### src/rtl/core/jts_pkg.sv
`timescale 1ns / 1ps
`default_nettype none
// ----------------------------------------------------------------------------
// jts_pkg
// Shared types, codes and byte tables of the JSON token serializer.
// ----------------------------------------------------------------------------
package jts_pkg;

    localparam int MAX_DEPTH = 32;
    localparam int DEPTH_W   = $clog2(MAX_DEPTH + 1);
    localparam int IDX_W     = (MAX_DEPTH > 1) ? $clog2(MAX_DEPTH) : 1;

    localparam int QDEPTH = 4;
    localparam int QPTR_W = $clog2(QDEPTH);
    localparam int QCNT_W = $clog2(QDEPTH + 1);

    // token commands
    localparam logic [3:0] CMD_STR_OPEN  = 4'd0;
    localparam logic [3:0] CMD_STR_BYTE  = 4'd1;
    localparam logic [3:0] CMD_STR_CLOSE = 4'd2;
    localparam logic [3:0] CMD_OPEN_ARR  = 4'd3;
    localparam logic [3:0] CMD_OPEN_OBJ  = 4'd4;
    localparam logic [3:0] CMD_CLOSE     = 4'd5;
    localparam logic [3:0] CMD_NULL      = 4'd6;
    localparam logic [3:0] CMD_TRUE      = 4'd7;
    localparam logic [3:0] CMD_FALSE     = 4'd8;
    localparam logic [3:0] CMD_NUM_START = 4'd9;
    localparam logic [3:0] CMD_RAW_BYTE  = 4'd10;

    // error codes
    localparam logic [2:0] ERR_NONE      = 3'd0;
    localparam logic [2:0] ERR_NO_CONT   = 3'd1;
    localparam logic [2:0] ERR_EMPTY     = 3'd2;
    localparam logic [2:0] ERR_KEY_ONLY  = 3'd3;
    localparam logic [2:0] ERR_OVERFLOW  = 3'd4;

    // body kinds of a queued job
    localparam logic [2:0] KIND_NONE  = 3'd0;
    localparam logic [2:0] KIND_CHAR  = 3'd1;
    localparam logic [2:0] KIND_ESC   = 3'd2;
    localparam logic [2:0] KIND_NULL  = 3'd3;
    localparam logic [2:0] KIND_TRUE  = 3'd4;
    localparam logic [2:0] KIND_FALSE = 3'd5;

    localparam logic [7:0] CH_COMMA  = 8'h2C;
    localparam logic [7:0] CH_COLON  = 8'h3A;
    localparam logic [7:0] CH_QUOTE  = 8'h22;
    localparam logic [7:0] CH_BSLASH = 8'h5C;
    localparam logic [7:0] CH_LBRACK = 8'h5B;
    localparam logic [7:0] CH_RBRACK = 8'h5D;
    localparam logic [7:0] CH_LBRACE = 8'h7B;
    localparam logic [7:0] CH_RBRACE = 8'h7D;
    localparam logic [7:0] CH_U      = 8'h75;
    localparam logic [7:0] CH_ZERO   = 8'h30;

    typedef struct packed {
        logic odd;
        logic has;
        logic obj;
    } nest_t;

    typedef struct packed {
        logic       sep_vld;
        logic [7:0] sep_chr;
        logic [2:0] kind;
        logic [7:0] chr;
        logic [2:0] err;
    } job_t;

    // short escape letter, zero when the byte has none
    function automatic logic [7:0] esc_code(input logic [7:0] c);
        logic [7:0] r;
        begin
            case (c)
                CH_QUOTE:  r = CH_QUOTE;
                CH_BSLASH: r = CH_BSLASH;
                8'h0A:     r = 8'h6E;
                8'h0D:     r = 8'h72;
                8'h08:     r = 8'h62;
                8'h0C:     r = 8'h66;
                8'h09:     r = 8'h74;
                default:   r = 8'h00;
            endcase
            return r;
        end
    endfunction

    function automatic logic needs_uesc(input logic [7:0] c);
        return (c < 8'h20) || c[7];
    endfunction

    function automatic logic [7:0] hex_chr(input logic [3:0] n);
        logic [7:0] r;
        begin
            if (n < 4'd10)
                r = 8'h30 + {4'd0, n};
            else
                r = 8'h37 + {4'd0, n};
            return r;
        end
    endfunction

    function automatic logic [2:0] body_len(input logic [2:0] kind, input logic [7:0] c);
        logic [2:0] r;
        begin
            case (kind)
                KIND_CHAR:  r = 3'd1;
                KIND_ESC:
                begin
                    if (esc_code(c) != 8'h00)
                        r = 3'd2;
                    else if (needs_uesc(c))
                        r = 3'd6;
                    else
                        r = 3'd1;
                end
                KIND_NULL:  r = 3'd4;
                KIND_TRUE:  r = 3'd4;
                KIND_FALSE: r = 3'd5;
                default:    r = 3'd0;
            endcase
            return r;
        end
    endfunction

    function automatic logic [7:0] body_byte(input logic [2:0] kind, input logic [7:0] c,
                                             input logic [2:0] q);
        logic [7:0]  r;
        logic [7:0]  ec;
        logic [31:0] w4;
        logic [39:0] w5;
        begin
            ec = esc_code(c);
            r  = c;
            w4 = 32'h0;
            w5 = "false";
            case (kind)
                KIND_ESC:
                begin
                    if (ec != 8'h00)
                        r = (q == 3'd0) ? CH_BSLASH : ec;
                    else if (needs_uesc(c))
                    begin
                        case (q)
                            3'd0:    r = CH_BSLASH;
                            3'd1:    r = CH_U;
                            3'd2:    r = CH_ZERO;
                            3'd3:    r = CH_ZERO;
                            3'd4:    r = hex_chr(c[7:4]);
                            default: r = hex_chr(c[3:0]);
                        endcase
                    end
                end
                KIND_NULL, KIND_TRUE:
                begin
                    w4 = (kind == KIND_NULL) ? "null" : "true";
                    case (q)
                        3'd0:    r = w4[31:24];
                        3'd1:    r = w4[23:16];
                        3'd2:    r = w4[15:8];
                        default: r = w4[7:0];
                    endcase
                end
                KIND_FALSE:
                begin
                    case (q)
                        3'd0:    r = w5[39:32];
                        3'd1:    r = w5[31:24];
                        3'd2:    r = w5[23:16];
                        3'd3:    r = w5[15:8];
                        default: r = w5[7:0];
                    endcase
                end
                default: r = c;
            endcase
            return r;
        end
    endfunction

endpackage
`default_nettype wire

### src/rtl/core/json_token_serializer.sv
`timescale 1ns / 1ps
`default_nettype none
// ----------------------------------------------------------------------------
// json_token_serializer
// Turns a stream of JSON tokens into JSON text bytes with string escaping.
// ----------------------------------------------------------------------------
//  channel | dir | fields
//  s_*     | in  | tuser: command[3:0]; tdata: data_byte[7:0]
//  m_*     | out | tdata: out_byte[7:0]; tuser: byte_valid[0], error[3:1]; tlast: last
//
//  A token is taken every cycle while the 4-entry job queue has room; the
//  classifier and container stack update in that same cycle.
//  The byte expander gives one result per cycle unless the output stalls, 1 to 6
//  per token (a separator plus up to five word bytes, or a six-byte \u00XX escape).
//  Reset clears the stack depth, the queue and the output register.
//  A stalled output holds its result; the queue absorbs the gap upstream.
// ----------------------------------------------------------------------------
module json_token_serializer
(
    input  wire logic       clk,
    input  wire logic       rst_n,
    input  wire logic       s_tvalid,
    output      logic       s_tready,
    input  wire logic [7:0] s_tdata,   // data_byte[7:0]
    input  wire logic [3:0] s_tuser,   // command[3:0]
    output      logic       m_tvalid,
    input  wire logic       m_tready,
    output      logic [7:0] m_tdata,   // out_byte[7:0]
    output      logic [3:0] m_tuser,   // byte_valid[0], error[3:1]
    output      logic       m_tlast
);
    import jts_pkg::*;

    logic               acc;
    logic               q_full;
    logic               q_vld;
    logic               q_pop;
    job_t               f_job;
    job_t               q_job;
    logic [DEPTH_W-1:0] depth;

    assign s_tready = !q_full;
    assign acc      = s_tvalid && s_tready;

    jts_front u_front
    (
        .clk   (clk),
        .rst_n (rst_n),
        .acc   (acc),
        .cmd   (s_tuser),
        .dat   (s_tdata),
        .job   (f_job),
        .depth (depth)
    );

    jts_fifo u_fifo
    (
        .clk      (clk),
        .rst_n    (rst_n),
        .push     (acc),
        .push_job (f_job),
        .pop      (q_pop),
        .full     (q_full),
        .vld      (q_vld),
        .head     (q_job)
    );

    jts_back u_back
    (
        .clk      (clk),
        .rst_n    (rst_n),
        .q_vld    (q_vld),
        .q_job    (q_job),
        .q_pop    (q_pop),
        .m_tvalid (m_tvalid),
        .m_tready (m_tready),
        .m_tdata  (m_tdata),
        .m_tuser  (m_tuser),
        .m_tlast  (m_tlast)
    );

    a_depth_range: assert property (@(posedge clk) disable iff (!rst_n)
        depth <= DEPTH_W'(MAX_DEPTH))
        else $error("nesting depth beyond limit");

    a_depth_step: assert property (@(posedge clk) disable iff (!rst_n)
        !$past(acc) |-> $stable(depth))
        else $error("nesting depth moved without a token");

    a_empty_is_last: assert property (@(posedge clk) disable iff (!rst_n)
        m_tvalid && !m_tuser[0] |-> m_tlast)
        else $error("result without byte is not last");

    a_err_no_byte: assert property (@(posedge clk) disable iff (!rst_n)
        m_tvalid && m_tuser[3:1] != ERR_NONE |-> !m_tuser[0] && m_tdata == 8'h00)
        else $error("error result carries a byte");

endmodule
`default_nettype wire

### src/rtl/core/jts_front.sv
`timescale 1ns / 1ps
`default_nettype none
// ----------------------------------------------------------------------------
// jts_front
// Token classifier: keeps the container stack, checks each token and turns
// it into a job (separator, body kind, byte, error) for the byte expander.
// ----------------------------------------------------------------------------
module jts_front
(
    input  wire logic                        clk,
    input  wire logic                        rst_n,
    input  wire logic                        acc,
    input  wire logic [3:0]                  cmd,
    input  wire logic [7:0]                  dat,
    output      jts_pkg::job_t               job,
    output      logic [jts_pkg::DEPTH_W-1:0] depth
);
    import jts_pkg::*;

    nest_t                stack [MAX_DEPTH];
    logic [DEPTH_W-1:0]   depth_reg;
    logic [DEPTH_W-1:0]   depth_next;
    logic [DEPTH_W-1:0]   depth_m1;
    logic [IDX_W-1:0]     top_idx;
    logic [IDX_W-1:0]     push_idx;
    nest_t                top;
    nest_t                top_upd;
    nest_t                push_ent;
    logic                 have;
    logic                 stack_full;
    logic                 upd_top;
    logic                 push;

    always_comb
    begin
        depth_m1   = depth_reg - DEPTH_W'(1);
        top_idx    = depth_m1[IDX_W-1:0];
        push_idx   = depth_reg[IDX_W-1:0];
        top        = stack[top_idx];
        have       = (depth_reg != '0);
        stack_full = (depth_reg >= DEPTH_W'(MAX_DEPTH));
        top_upd    = '{odd: ~top.odd, has: 1'b1, obj: top.obj};
        push_ent   = '{odd: 1'b0, has: 1'b0, obj: (cmd == CMD_OPEN_OBJ)};

        job.sep_vld = 1'b0;
        job.sep_chr = (top.obj && top.odd) ? CH_COLON : CH_COMMA;
        job.kind    = KIND_NONE;
        job.chr     = dat;
        job.err     = ERR_NONE;
        upd_top     = 1'b0;
        push        = 1'b0;
        depth_next  = depth_reg;

        case (cmd)
            CMD_STR_OPEN, CMD_NUM_START:
            begin
                if (!have)
                    job.err = ERR_NO_CONT;
                else
                begin
                    job.sep_vld = top.has;
                    upd_top     = 1'b1;
                    if (cmd == CMD_STR_OPEN)
                    begin
                        job.kind = KIND_CHAR;
                        job.chr  = CH_QUOTE;
                    end
                end
            end
            CMD_STR_BYTE:
                job.kind = KIND_ESC;
            CMD_STR_CLOSE:
            begin
                job.kind = KIND_CHAR;
                job.chr  = CH_QUOTE;
            end
            CMD_OPEN_ARR, CMD_OPEN_OBJ:
            begin
                if (stack_full)
                    job.err = ERR_OVERFLOW;
                else
                begin
                    job.sep_vld = have && top.has;
                    upd_top     = have;
                    push        = 1'b1;
                    depth_next  = depth_reg + DEPTH_W'(1);
                    job.kind    = KIND_CHAR;
                    job.chr     = (cmd == CMD_OPEN_OBJ) ? CH_LBRACE : CH_LBRACK;
                end
            end
            CMD_CLOSE:
            begin
                if (!have)
                    job.err = ERR_EMPTY;
                else if (top.obj && top.odd)
                    job.err = ERR_KEY_ONLY;
                else
                begin
                    job.kind   = KIND_CHAR;
                    job.chr    = top.obj ? CH_RBRACE : CH_RBRACK;
                    depth_next = depth_m1;
                end
            end
            CMD_NULL, CMD_TRUE, CMD_FALSE:
            begin
                job.sep_vld = have && top.has;
                upd_top     = have;
                if (cmd == CMD_NULL)
                    job.kind = KIND_NULL;
                else if (cmd == CMD_TRUE)
                    job.kind = KIND_TRUE;
                else
                    job.kind = KIND_FALSE;
            end
            CMD_RAW_BYTE:
                job.kind = KIND_CHAR;
            default:
                job.kind = KIND_NONE;
        endcase
    end

    always_ff @(posedge clk or negedge rst_n)
    begin
        if (!rst_n)
            depth_reg <= '0;
        else if (acc)
            depth_reg <= depth_next;
    end

    // stack entries are written on push before they are ever read
    always_ff @(posedge clk)
    begin
        if (acc && upd_top)
            stack[top_idx] <= top_upd;
        if (acc && push)
            stack[push_idx] <= push_ent;
    end

    assign depth = depth_reg;

endmodule
`default_nettype wire

### src/rtl/core/jts_fifo.sv
`timescale 1ns / 1ps
`default_nettype none
// ----------------------------------------------------------------------------
// jts_fifo
// Short job queue between the token classifier and the byte expander.
// ----------------------------------------------------------------------------
module jts_fifo
(
    input  wire logic          clk,
    input  wire logic          rst_n,
    input  wire logic          push,
    input  wire jts_pkg::job_t push_job,
    input  wire logic          pop,
    output      logic          full,
    output      logic          vld,
    output      jts_pkg::job_t head
);
    import jts_pkg::*;

    job_t              mem [QDEPTH];
    logic [QPTR_W-1:0] wr_ptr_reg;
    logic [QPTR_W-1:0] rd_ptr_reg;
    logic [QCNT_W-1:0] cnt_reg;
    logic [QCNT_W-1:0] cnt_next;
    logic              do_push;
    logic              do_pop;

    always_comb
    begin
        full     = (cnt_reg == QCNT_W'(QDEPTH));
        vld      = (cnt_reg != '0);
        head     = mem[rd_ptr_reg];
        do_push  = push && !full;
        do_pop   = pop && vld;
        cnt_next = cnt_reg + QCNT_W'(do_push) - QCNT_W'(do_pop);
    end

    always_ff @(posedge clk or negedge rst_n)
    begin
        if (!rst_n)
        begin
            wr_ptr_reg <= '0;
            rd_ptr_reg <= '0;
            cnt_reg    <= '0;
        end
        else
        begin
            if (do_push)
                wr_ptr_reg <= wr_ptr_reg + QPTR_W'(1);
            if (do_pop)
                rd_ptr_reg <= rd_ptr_reg + QPTR_W'(1);
            cnt_reg <= cnt_next;
        end
    end

    always_ff @(posedge clk)
    begin
        if (do_push)
            mem[wr_ptr_reg] <= push_job;
    end

endmodule
`default_nettype wire

### src/rtl/core/jts_back.sv
`timescale 1ns / 1ps
`default_nettype none
// ----------------------------------------------------------------------------
// jts_back
// Byte expander: walks the separator and body bytes of the head job, one
// byte per cycle while the output is not stalled, into the output register.
// ----------------------------------------------------------------------------
module jts_back
(
    input  wire logic          clk,
    input  wire logic          rst_n,
    input  wire logic          q_vld,
    input  wire jts_pkg::job_t q_job,
    output      logic          q_pop,
    output      logic          m_tvalid,
    input  wire logic          m_tready,
    output      logic [7:0]    m_tdata,
    output      logic [3:0]    m_tuser,
    output      logic          m_tlast
);
    import jts_pkg::*;

    logic [2:0] pos_reg;
    logic [2:0] total;
    logic [2:0] q_off;
    logic       load;
    logic       take;
    logic       no_bytes;
    logic       is_last;
    logic [7:0] byte_now;
    logic       m_tvalid_reg;
    logic [7:0] byte_reg;
    logic       bvld_reg;
    logic       last_reg;
    logic [2:0] err_reg;

    always_comb
    begin
        total    = {2'b00, q_job.sep_vld} + body_len(q_job.kind, q_job.chr);
        no_bytes = (total == 3'd0);
        is_last  = no_bytes || (pos_reg == total - 3'd1);
        q_off    = pos_reg - {2'b00, q_job.sep_vld};
        if (q_job.sep_vld && pos_reg == 3'd0)
            byte_now = q_job.sep_chr;
        else
            byte_now = body_byte(q_job.kind, q_job.chr, q_off);
        load  = !m_tvalid_reg || m_tready;
        take  = load && q_vld;
        q_pop = take && is_last;
    end

    always_ff @(posedge clk or negedge rst_n)
    begin
        if (!rst_n)
        begin
            m_tvalid_reg <= 1'b0;
            pos_reg      <= '0;
        end
        else
        begin
            if (load)
                m_tvalid_reg <= q_vld;
            if (take)
                pos_reg <= is_last ? 3'd0 : pos_reg + 3'd1;
        end
    end

    always_ff @(posedge clk)
    begin
        if (take)
        begin
            byte_reg <= no_bytes ? 8'h00 : byte_now;
            bvld_reg <= !no_bytes;
            last_reg <= is_last;
            err_reg  <= no_bytes ? q_job.err : ERR_NONE;
        end
    end

    assign m_tvalid = m_tvalid_reg;
    assign m_tdata  = byte_reg;
    assign m_tuser  = {err_reg, bvld_reg};
    assign m_tlast  = last_reg;

endmodule
`default_nettype wire

### config.mk
export PLATFORM = sky130hd
export DESIGN_NAME = json_token_serializer
export DESIGN_NICKNAME = d
export VERILOG_FILES = /design/src/rtl/core/jts_pkg.sv /design/src/rtl/core/json_token_serializer.sv /design/src/rtl/core/jts_front.sv /design/src/rtl/core/jts_fifo.sv /design/src/rtl/core/jts_back.sv
export SDC_FILE = /design/constraint.sdc
export NUM_CORES = 1
export LEC_CHECK = 0
export ABC_CLOCK_PERIOD_IN_PS = 5000
export BUFFER_PORTS_ARGS = -buffer_cell sky130_fd_sc_hd__buf_2
export CORE_MARGIN = 2
export CORE_UTILIZATION = 50
export DETAILED_ROUTE_END_ITERATION = 8
export PLACE_DENSITY_LB_ADDON = 0.12
export SLEW_MARGIN = 20
export SYNTH_ARGS = -nofsm -noshare
export SYNTH_HDL_FRONTEND = slang
export SYNTH_HIERARCHICAL = 1
export SYNTH_SLANG_ARGS = --single-unit
export TNS_END_PERCENT = 20
### constraint.sdc
create_clock -name clk -period 5 [get_ports clk]
set_input_delay 0 -clock clk [delete_from_list [all_inputs] [get_ports clk]]
set_output_delay 0 -clock clk [all_outputs]
set_load 0.05 [all_outputs]
## Word level (Yosys, flattened, before mapping)

Memory sizes are Yosys's and may differ from the RTL's.
Index checks and enable logic that the tools add are counted.

- Memories kept: 2
- Output and inout port bits: 15
- Input port bits: 16
- Bits in registers: 30
- Logic and storage cells: 147
- RAM bits: 176

- Reductions and logical operators: 32
- Bitwise gates (word level): 1
- Equality and inequality tests: 31
- Add/subtract/negate cells: 14
- Muxes and demuxes: 53
- Magnitude comparators: 4

Memories:

| name | words | bits a word | rd ports | clocked after memory_dff | write ports | line | text |
|---|---|---|---|---|---|---|---|
| u_front.stack | 32 | 3 | 1 | 0 | 2 | jts_front.sv:20 | `nest_t stack [MAX_DEPTH];` |
| u_fifo.mem | 4 | 20 | 1 | 0 | 1 | jts_fifo.sv:20 | `job_t mem [QDEPTH];` |

Operators with widths:

| kind | count |
|---|---|
| two-way mux 8 bit | 8 |
| case mux 8 bit (4 select lines) | 2 |
| case mux 7 bit (7 select lines) | 1 |
| case mux 8 bit (3 select lines) | 2 |
| == test 8 x 4 -> 1 bit (second input constant) | 5 |
| two-way mux 9 bit | 4 |
| two-way mux 6 bit | 5 |
| two-way mux 29 bit | 1 |
| adder 6 x 4 -> 7 bit (first input constant) | 4 |
| case mux 5 bit (4 select lines) | 1 |
| two-way mux 3 bit | 6 |
| case mux 3 bit (6 select lines) | 1 |
| == test 4 x 3 -> 1 bit (second input constant) | 4 |
| nonzero test 8 bit | 2 |
| two-way mux 1 bit | 14 |
| == test 3 x 2 -> 1 bit (second input constant) | 4 |
| == test 3 bit (second input constant) | 4 |
| == test 4 bit (second input constant) | 3 |
| case mux 3 bit (4 select lines) | 1 |
| case mux 6 bit (2 select lines) | 1 |
| two-way mux 11 bit | 1 |
| logical AND 1 bit | 10 |
| OR reduction 2 bit | 5 |
| zero test 3 bit | 3 |
| 32 further kinds | 43 |

## Depth between registers and ports, before layout

An unclocked memory read counts as a cell.

- Depth after elaboration: 14
- Gate-level depth with buffers: 27
- Gate-level depth less buffers: 24

## By module

Netlist, hierarchy kept.

Modules (own cells, without submodules):

| module | times used | sequential area each (µm²) | cells an instance | area an instance (µm²) |
|---|---|---|---|---|
| jts_front | 1 | 2392.3 | 743 | 6266.0 |
| jts_fifo | 1 | 2937.8 | 161 | 3833.7 |
| jts_back | 1 | 490.5 | 234 | 1921.8 |
| json_token_serializer | 1 | 0.0 | 2 | 10.0 |

## Least setup slack after synthesis

No wires, ideal clock.

- Kind: reg2reg
- Start: reg u_fifo.rd_ptr_reg[0]
- End: reg u_fifo.cnt_reg[2]
- Data required time: 4869 ps
- Stages on the path, launching flop included: 27
- Arrival: 5198 ps
- Clock period less this slack: 5329 ps
- Setup time: 131 ps
- Setup slack: -329 ps
- Buffers on the path: 2
- Cells stage by stage: dfrtp_1 buf_6 buf_12 mux4_2 inv_1 ha_1 or4b_4 o22ai_2 nor3_1 a22o_1 ha_1 ha_1 inv_1 ha_1 ha_1 xor2_1 a31oi_1 inv_1 and2_1 o31a_1 ha_1 inv_1 ha_1 inv_1 fa_1 xnor2_1 xnor2_1

RTL lines:

| element | line | text |
|---|---|---|
| from (decl) | jts_fifo.sv:22 | `logic [QPTR_W-1:0] rd_ptr_reg;` |
| from (signal assigned) | jts_fifo.sv:51 | `rd_ptr_reg <= rd_ptr_reg + QPTR_W'(1);` |
| to (signal assigned) | jts_fifo.sv:52 | `cnt_reg <= cnt_next;` |
| to (decl) | jts_fifo.sv:23 | `logic [QCNT_W-1:0] cnt_reg;` |

==> impl_metrics.tcl <==
set metrics [dict create \
    synthAdderAreaFrac_pct 3.06 \
    wl_per_cell_microns 20.1 \
    crit_required_ps 5400 \
    hold_violations 0 \
    synthTopCellsByArea "edfxtp_1 (34%), dfxtp_1 (11%), mux4_2 (8.0%)" \
    grt_setup_unrepaired "true" \
    pin_count 31 \
    clk_latency_ps 530 \
    synth_seq_area_share_pct 48.4 \
    die_area_sq_um 25300 \
    tightestPinTransition_ps 919 \
    synth_ff_type "edfxtp_1" \
    vias 9108 \
    grt-ovfl-total 0 \
    grtUsageTotal_pct 24.4 \
    grt_max_degree 34 \
    yosys.area_share.simple_pct 17.7 \
    place_area_sq_um 12700 \
    p_leak_nw 5.05 \
    syn2layout_area_growth_pct 13.3 \
    cts.path.max_buffers 3 \
    wirelength_microns 30800 \
    r2r_slack_ps 10 \
    grt_pass1_wl_microns 49400 \
    path_cells "mux4_2 > inv_4 > ha_4 > or4b_4 > o22ai_4 > nor3_4 > a22o_1 > ha_2 > ha_4 > inv_2 > ha_4 > ha_4 > xor2_1 > a31oi_1 > inv_1 > and2_4 > o31a_1 > ha_1 > inv_1 > ha_2 > inv_2 > fa_2 > xnor2_2 > xnor2_1" \
    yosysTopAreaCellShare_pct 34.2 \
    skew_ps 14.7 \
    ys_ff_latch 218 \
    async_reset_ff_share_pct 7.80 \
    layout_setup_ws_ps 12.0 \
    h-tree-depth 1 \
    clock.fmax_ghz 0.200 \
    fin_crit_sh_pct 99.8 \
    postSynthAreaPerCell_sq_um 10.6 \
    reg2reg_to "u_fifo/cnt_reg[2]$_DFF_PN0_" \
    hp-start "s_tuser[3]" \
    hp-class "in2reg" \
    outcome "finished clean" \
    vias_per_cell 5.95 \
    r2r_start "u_fifo/rd_ptr_reg[0]$_DFFE_PN0P_" \
    synth-edff-count 137 \
    powerDensity_nw_per_um2 727 \
    worstSetupPathType "reg2reg" \
    cts.sinks 218 \
    placed_cells 1476 \
    setup_viol 0 \
    ant_nets 0 \
    hold_end "u_fifo/mem[3][12]$_DFFE_PP_" \
    initial_core_util_pct 51.1 \
    max_slew_margin_pct 38.5 \
    synthXorXnorAreaFrac_pct 1.37 \
    portBuffers 30 \
    synth_mux_area_share_pct 11.1 \
    start_kind "flop" \
    drv_slew 0 \
    rows 56 \
    antennaDiodeCount 0 \
    cp.arrival_ps 5390 \
    crit_top_cell "ha_4" \
    yosysTopAreaCell "edfxtp_1" \
    end_kind "flop" \
    chipHeight_microns 159 \
    drv_cap 0 \
    crit_start "u_fifo/rd_ptr_reg[0]$_DFFE_PN0P_" \
    synth.distinct_cells 99 \
    largest_reg_flops 96 \
    hold_depth 2 \
    fin_cells 1531 \
    ys_warn_count 6 \
    critical_path.slowest_cell "mux4_2" \
    synth_compound_area_share_pct 13.6 \
    root_buffer "clkbuf_16" \
    dpl_worst_slack_ps -38.1 \
    place.gp.congestion 0.881 \
    vdd_ir_drop_max_uv 445 \
    tritoncts "done" \
    die_x_microns 159 \
    first_global_vias 9043 \
    netlist_instances 1140 \
    stdcell_area_sq_um 13600 \
    synth_top_family_by_area "simple AND/OR/NAND/NOR gates" \
    num-fill-cells 2055 \
    nets 1238 \
    cts.clk_slew.worst_paths_ps 60 \
    grt_antenna_before_repair 0 \
    drtIter0Drc 620 \
    slowest_delay_ps 560 \
    first_pass_iters 5 \
    rr_worst_depth 24 \
    crit_fanout 3 \
    largest-register "u_front/stack" \
    utilization_pct 57.9 \
    power.total_mw 9.91 \
    cts_buffers 24 \
    drive_gt1_share_pct 17.7 \
    min_period_ps 4990 \
    netlist_area_sq_um 12000 \
    hpwl_microns 21500 \
    drc 0 \
    core-area_sq_um 23500 \
]
==> critical path, delay by kind of cell, from the launching register on <==
kind | cells | cell delay (ps)
adders and majority gates | 8 | 1700
DFF | 1 | 410
xor gates and xnor gates | 3 | 400
buffers and inverters | 5 | 320
AOI/OAI and AO/OA | 4 | 780
and+or+nand+nor | 3 | 690
muxes | 1 | 560
==> worst max-delay path by stage <==
stage                                  end  slack, ps  cells past startpoint
6_report       u_fifo/cnt_reg[2]$_DFF_PN0_         10                     24
5_1_grt        u_fifo/cnt_reg[2]$_DFF_PN0_       -190                     23
4_1_cts        u_fifo/cnt_reg[2]$_DFF_PN0_          9                     25
3_5_place_dp   u_fifo/cnt_reg[2]$_DFF_PN0_        -40                     23
3_3_place_gp   u_fifo/cnt_reg[2]$_DFF_PN0_         30                     23
2_1_floorplan  u_fifo/cnt_reg[2]$_DFF_PN0_        -70                     26
==> cell usage after synthesis, types with 4 or more instances <==
master     number
xnor2_1        10
and3_1          6
inv_1          36
o22ai_1        14
a31oi_1         5
mux4_2         43
mux2i_1        19
nand2b_1       13
nor3_1         31
a21oi_1        53
clkbuf_1       35
buf_2          16
mux4_1          5
buf_6           7
nand3_1        23
o21ai_0        61
xor2_1          7
a211oi_1        7
dfxtp_1        64
o31ai_1        29
ha_1           27
nor4_1          4
and2_1         12
nor2b_1        15
edfxtp_1      137
and3b_1         6
dfrtp_1        17
a22oi_1         5
o2bb2ai_1       4
nand2_1       143
nor2_1        162
o41ai_1         4
nand4_1         4
buf_4          10
o211ai_1        8
==> power breakdown <==
group | switching [mW] | internal, mW | leakage [nW]
Clock | 0.704 | 1.08 | 0.393
Combinational | 3.22 | 2.11 | 2.61
Sequential | 0.268 | 2.53 | 2.05
Total | 4.19 | 5.71 | 5.05
==> stage by stage <==
step	hold slack (ps)	setup TNS [ps]
after global placement	-21.4	0
after CTS	15.9	0
after detailed placement	-25.4	-38.1
final	34.2	0
after global routing	71.5	-282
after floorplan	-296	-65.3
==> layout by cell type (no fill, tap or decap), types with 5 or more instances in the layout <==
cell type / n
and2_1: 10
nor2_1: 162
o31ai_1: 29
clkbuf_16: 25
a31oi_1: 5
o21ai_0: 61
clkbuf_1: 7
nand2b_1: 13
xor2_1: 6
dfrtp_1: 16
mux4_2: 43
xnor2_1: 9
conb_1: 5
dlygate4sd3_1: 9
nor2b_1: 15
mux2i_1: 18
nor3_1: 30
dfxtp_1: 64
a211oi_1: 7
a22oi_1: 5
buf_2: 30
mux4_1: 5
and3_1: 6
o22ai_1: 14
a21oi_1: 53
nand2_1: 143
inv_2: 6
ha_1: 20
edfxtp_1: 137
buf_4: 57
o211ai_1: 8
nand3_1: 23
and3b_1: 6
inv_1: 30
==> cell families after synthesis <==
family | Yosys count
fa+ha+maj | 29
buf+inv | 110
other cells | 2
simple gates | 451
flops | 218
mux | 71
xor+xnor | 18
compound gates | 241
==> per-layer routing <==
layer / share of wire [%] / wire length [microns] / vias up / global-route usage [%]
li1: - / - / 4320 / -
met1: 40 / 12300 / 4440 / 29.7
met2: 51 / 15600 / 263 / 43.5
met3: 4.4 / 1350 / 85 / 3.10
met4: 4.9 / 1520 / 0 / 10.5
met5: 0 / 0 / - / 0
==> final cells by class <==
| class | instances | area, sq um | area share, % |
|---|---|---|---|
| Tap cell | 319 | 399 | 2.93 |
| Timing Repair Buffer | 97 | 688 | 5.05 |
| Sequential cell | 218 | 5820 | 42.7 |
| Clock buffer | 36 | 707 | 5.19 |
| Clock inverter | 8 | 97.6 | 0.716 |
| Multi-Input combinational cell | 815 | 5770 | 42.3 |
| Inverter | 38 | 148 | 1.08 |
==> timing repair <==
item / 4_1_cts / 5_1_grt
endpoints found under the hold margin: 42 / 0
setup buffers: 0 / 2
pin swaps: 0 / 9
endpoints found under the setup margin: 1 / 2
resized for setup: 2 / 8
hold buffers: 9 / 0
Power figures use the tool's default switching activity.
